===== config.mk =====
export PLATFORM = sky130hd
export DESIGN_NAME = stid_ram
export DESIGN_NICKNAME = d
export VERILOG_FILES = /design/src/hdl/stid_ram.sv
export SDC_FILE = /design/constraint.sdc
export NUM_CORES = 1
export LEC_CHECK = 0
export BUFFER_PORTS_ARGS = -buffer_cell sky130_fd_sc_hd__buf_2
export CAP_MARGIN = 20
export CORE_ASPECT_RATIO = 0.9
export CORE_UTILIZATION = 31
export DETAILED_ROUTE_END_ITERATION = 16
export GPL_TIMING_DRIVEN = 0
export HOLD_SLACK_MARGIN = 0.08
export MAX_ROUTING_LAYER = met4
export SKIP_LAST_GASP = 1
export SLEW_MARGIN = 25
export SYNTH_ARGS = -nofsm -noshare
export SYNTH_HDL_FRONTEND = slang
export SYNTH_SLANG_ARGS = --single-unit

===== constraint.sdc =====
create_clock -name i_clk -period 2.6 [get_ports i_clk]
set_clock_uncertainty 0.2 [all_clocks]
set_input_delay 0.78 -clock i_clk [delete_from_list [all_inputs] [get_ports i_clk]]
set_output_delay 0.78 -clock i_clk [all_outputs]
set_load 0.02 [all_outputs]

===== src/hdl/stid_ram.sv =====
module stid_ram #(
    parameter int unsigned WIDTH = 8,
    parameter int unsigned DEPTH = 64
) (
    input  logic                     i_clk,
    input  logic                     i_we,
    input  logic [$clog2(DEPTH)-1:0] i_waddr,
    input  logic [WIDTH-1:0]         i_wdata,
    input  logic [$clog2(DEPTH)-1:0] i_raddr,
    output logic [WIDTH-1:0]         o_rdata
);

    logic [WIDTH-1:0] r_mem [DEPTH];

    always_ff @(posedge i_clk) begin
        if (i_we) begin
            r_mem[i_waddr] <= i_wdata;
        end
        o_rdata <= r_mem[i_raddr];
    end

endmodule


==> out/results.md <==
* **estimated wirelength of the detail-placed design** 31900 um
* **clock tree from TritonCTS** built
* **Via Count** 9888
* **share of async-settable or async-resettable flops after synthesis** 0%
* **Final Core Density** 36.5%
* **result of the run** complete, but fails checks
* **number of global-route vias before repair** 10.1k
* **top cells by instance count after synthesis** 512 x sky130_fd_sc_hd__edfxtp_1, 126 x sky130_fd_sc_hd__mux4_2, 83 x sky130_fd_sc_hd__nor2_1
* **cell at the root of the clock tree** sky130_fd_sc_hd__clkbuf_16
* **number of routed nets with antenna violations** 0
* **IO Port Bufs** 21
* **die area** 66100 um^2
* **most instantiated library cell after synthesis** sky130_fd_sc_hd__edfxtp_1
* **cell types with the largest area share after synthesis** sky130_fd_sc_hd__edfxtp_1 76%, sky130_fd_sc_hd__mux4_2 14%, sky130_fd_sc_hd__nor2_1 1.5%
* **number of placement rows** 88
* **wire per inst** 25.8 um
* **actual slew at the worst max-slew pin** 970 ps
* **number of buffers created by CTS** 52
* **Critical Path, Cell by Cell** clkbuf_1 -> nand4_1 -> nor2_1
* **minimum clock period after layout** 2810 ps
* **iteration count of the initial detailed-routing pass** 5
* **DP Area** 21400 um^2
* **Relative slew margins** 35.1%
* **number of sinks on the clock net** 520
* **number of hold buffers added after cts** 0
* **most common flop cell mapped by yosys** sky130_fd_sc_hd__edfxtp_1
* **EDFF count, synth** 512
* **Fmax achieved** 356 MHz
* **endpoint class of the critical path** flop
* **multi-input logic area** 4600 um^2
* **Tot Pwr** 17.6 mW
* **Period Utilization, post-route** 108%
* **Core Region** 64200 um^2
* **worst hold slack across all endpoints** 528 ps
* **sum of routed wire length over all layers** 49600 um
* **Hold WC Path Type** in -> reg
* **Worst Path Max Fanout** 10
* **grt ovf** 0
* **Post-Synthesis Net Count** 962
* **most area-hungry cell type in the Yosys netlist** sky130_fd_sc_hd__edfxtp_1
* **H-tree levels** 2
* **register area** 15500 um^2
* **warning count from the yosys run** 0
* **sequential share of the synthesized area** 77.0%
* **CP max stage cell** sky130_fd_sc_hd__nor2_1
* **Final #Nets** 1040
* **register bit count reported by yosys** 520
* **first-pass GRT wire length** 71100 um
* **number of antenna violations at the first check in global routing** 6
* **Final setup viols** 100
* **starting density of the core** 31.4%
* **hold violation count in the final report** 0
* **worst IR drop on VDD** 0.472 mV
* **top cell type's share of synthesized area** 76.2%
* **vias per cell** 5.16
* **netlist area before placement** 20200 um^2
* **horizontal die dimension** 271 um
* **max-cap violation count** 0
* **fraction of power consumed by combinational cells** 5.8%
* **Ports** 30
* **first-iteration detailed-routing DRC count** 1067
* **Req. time, crit path** 2620 ps
* **Routability Congestion** 0.893
* **fin. max-slew vios** 0
* **layout cell share with drive strength beyond 1** 31.8%
* **Setup Slack @ Placement** -1400 ps
* **kind of start point of the critical path** input pin
* **mean post-synth cell area** 21.5 um^2
* **Final Worst Setup Slack** -206 ps
* **Leak** 7.12 nW
* **part of the total power dissipated in the clock network** 41.5%
* **Fillers** 5798
* **Layout Cell Area excl Fill** 23400 um^2
* **height of the die** 244 um
* **post-synthesis to final-layout area growth** 16.3%
* **Net Switching** 3.86 mW
* **violations in the final reports** negative setup slack
* **Netlist cell types** 40
* **Clock Latency Late Sink** 600 ps
* **maximum number of pins on one net before global-route repair** 65
* **crit-path max cell delay** 900 ps
* **Net Sw Frac** 21.9%
* **buffer levels on the longest clock path** 3
* **number of instances in the synthesized netlist** 940
* **total power divided by cell area** 752 nW/um^2
* **Clk pin slew, worst setup/hold paths** 60 ps
* **sequential share of power** 52.7%
* **Worst Setup Path Type** in -> reg
* **Internal Dissipation** 13.8 mW
* **arrival time at the worst endpoint** 2820 ps
* **All-Layer GR Usage** 15.4%
* **setup repair after global routing missed its margin** true
* **DRC Markers** 0
[layout by cell type, fill, tap and decap left out, types with 3 or more instances in the layout]
master / instances
sky130_fd_sc_hd__edfxtp_1: 512
sky130_fd_sc_hd__mux4_2: 126
sky130_fd_sc_hd__clkbuf_16: 53
sky130_fd_sc_hd__nor2_1: 51
sky130_fd_sc_hd__nor2_2: 30
sky130_fd_sc_hd__nand2_1: 19
sky130_fd_sc_hd__mux2i_1: 19
sky130_fd_sc_hd__buf_4: 18
sky130_fd_sc_hd__clkbuf_1: 17
sky130_fd_sc_hd__buf_2: 17
sky130_fd_sc_hd__nor2b_1: 14
sky130_fd_sc_hd__mux2_2: 13
sky130_fd_sc_hd__buf_6: 12
sky130_fd_sc_hd__nand3_1: 11
sky130_fd_sc_hd__clkinv_2: 11
sky130_fd_sc_hd__clkinv_1: 9
sky130_fd_sc_hd__o22ai_1: 8
sky130_fd_sc_hd__dfxtp_1: 8
sky130_fd_sc_hd__nand2b_1: 7
sky130_fd_sc_hd__diode_2: 6
sky130_fd_sc_hd__clkbuf_2: 6
sky130_fd_sc_hd__o221ai_1: 5
sky130_fd_sc_hd__nor3_1: 5
sky130_fd_sc_hd__clkbuf_4: 4
sky130_fd_sc_hd__buf_8: 4
sky130_fd_sc_hd__a211oi_1: 4
sky130_fd_sc_hd__a221oi_1: 4
sky130_fd_sc_hd__bufinv_16: 4
sky130_fd_sc_hd__nand3b_1: 3
sky130_fd_sc_hd__mux2i_2: 3
sky130_fd_sc_hd__o221ai_4: 3
sky130_fd_sc_hd__a21oi_1: 3
sky130_fd_sc_hd__a22oi_1: 3
sky130_fd_sc_hd__o2111ai_1: 3
sky130_fd_sc_hd__inv_6: 3
sky130_fd_sc_hd__clkinv_4: 3
sky130_fd_sc_hd__clkinvlp_4: 3
[power by group through the flow]
| stage | clock network, mW | logic, mW | registers (mW) |
|---|---|---|---|
| global route | 7.75 | 1.07 | 9.29 |
| CTS | 7.42 | 0.980 | 9.29 |
| floorplan | 0 | 0.496 | 9.49 |
| finish | 7.32 | 1.02 | 9.29 |
| global placement | 0 | 0.922 | 9.47 |
| detailed placement | 0 | 0.947 | 9.47 |
[stage by stage]
step / TNS [ps] / std cells
2_1_floorplan: 0 / 940
3_3_place_gp: -237860 / 1816
3_5_place_dp: -271680 / 1818
4_1_cts: -8420 / 1912
5_1_grt: -12760 / 1917
6_report: -9560 / 1918
[flip-flops by register name, summed over array words and instances (netlist names)]
register and flops:
r_mem 512, o_rdata 8
[worst paths after layout]
| path | start | to | slack (ps) | depth (start not counted) |
|---|---|---|---|---|
| worst max-delay path | i_waddr[2] | r_mem[23][3] | -210 | 3 |
| worst min-delay path | i_wdata[2] | r_mem[14][2] | 530 | 1 |
| worst max register to register | r_mem[21][4] | o_rdata[4] | 140 | 5 |
| worst min register to register | r_mem[22][0] | o_rdata[0] | 770 | 4 |
[critical path: cells and delay by family]
kind | cells | cell delay, ps
buffers and inverters | 1 | 410
AND/OR/NAND/NOR | 2 | 1630
[area by class of cell]
cell class | count | share of cell area, %
antenna | 6 | 0.0640
buffer | 51 | 1.79
clock buffer | 60 | 5.77
clock inverter | 33 | 1.21
multi-input combinational | 369 | 19.6
sequential | 520 | 66.3
tap | 855 | 4.56
timing repair buffer | 24 | 0.704
[layer usage]
layer / routed length [um] / GRT usage, % / vias to the layer above
met4: 1290 / 5.02 / 0
met3: 4440 / 4.70 / 96
li1: - / - / 4094
met1: 21300 / 20.6 / 5275
met5: 0 / - / -
met2: 22600 / 22.4 / 423
[repair_timing]
| action | in CTS | in global routing |
|---|---|---|
| buffers inserted | 1 | 0 |
| pin swaps | 0 | 3 |
| endpoints found under the setup margin | 138 | 229 |
| gates resized for setup | 44 | 62 |
[logic make-up after synthesis]
group,synth area share (%)
buffers and inverters,1.57
flip-flops,77.0
AND/OR/NAND/NOR,3.39
multiplexers,15.9
AO/OA/AOI/OAI,2.07
(Power assumes the default switching activity.)
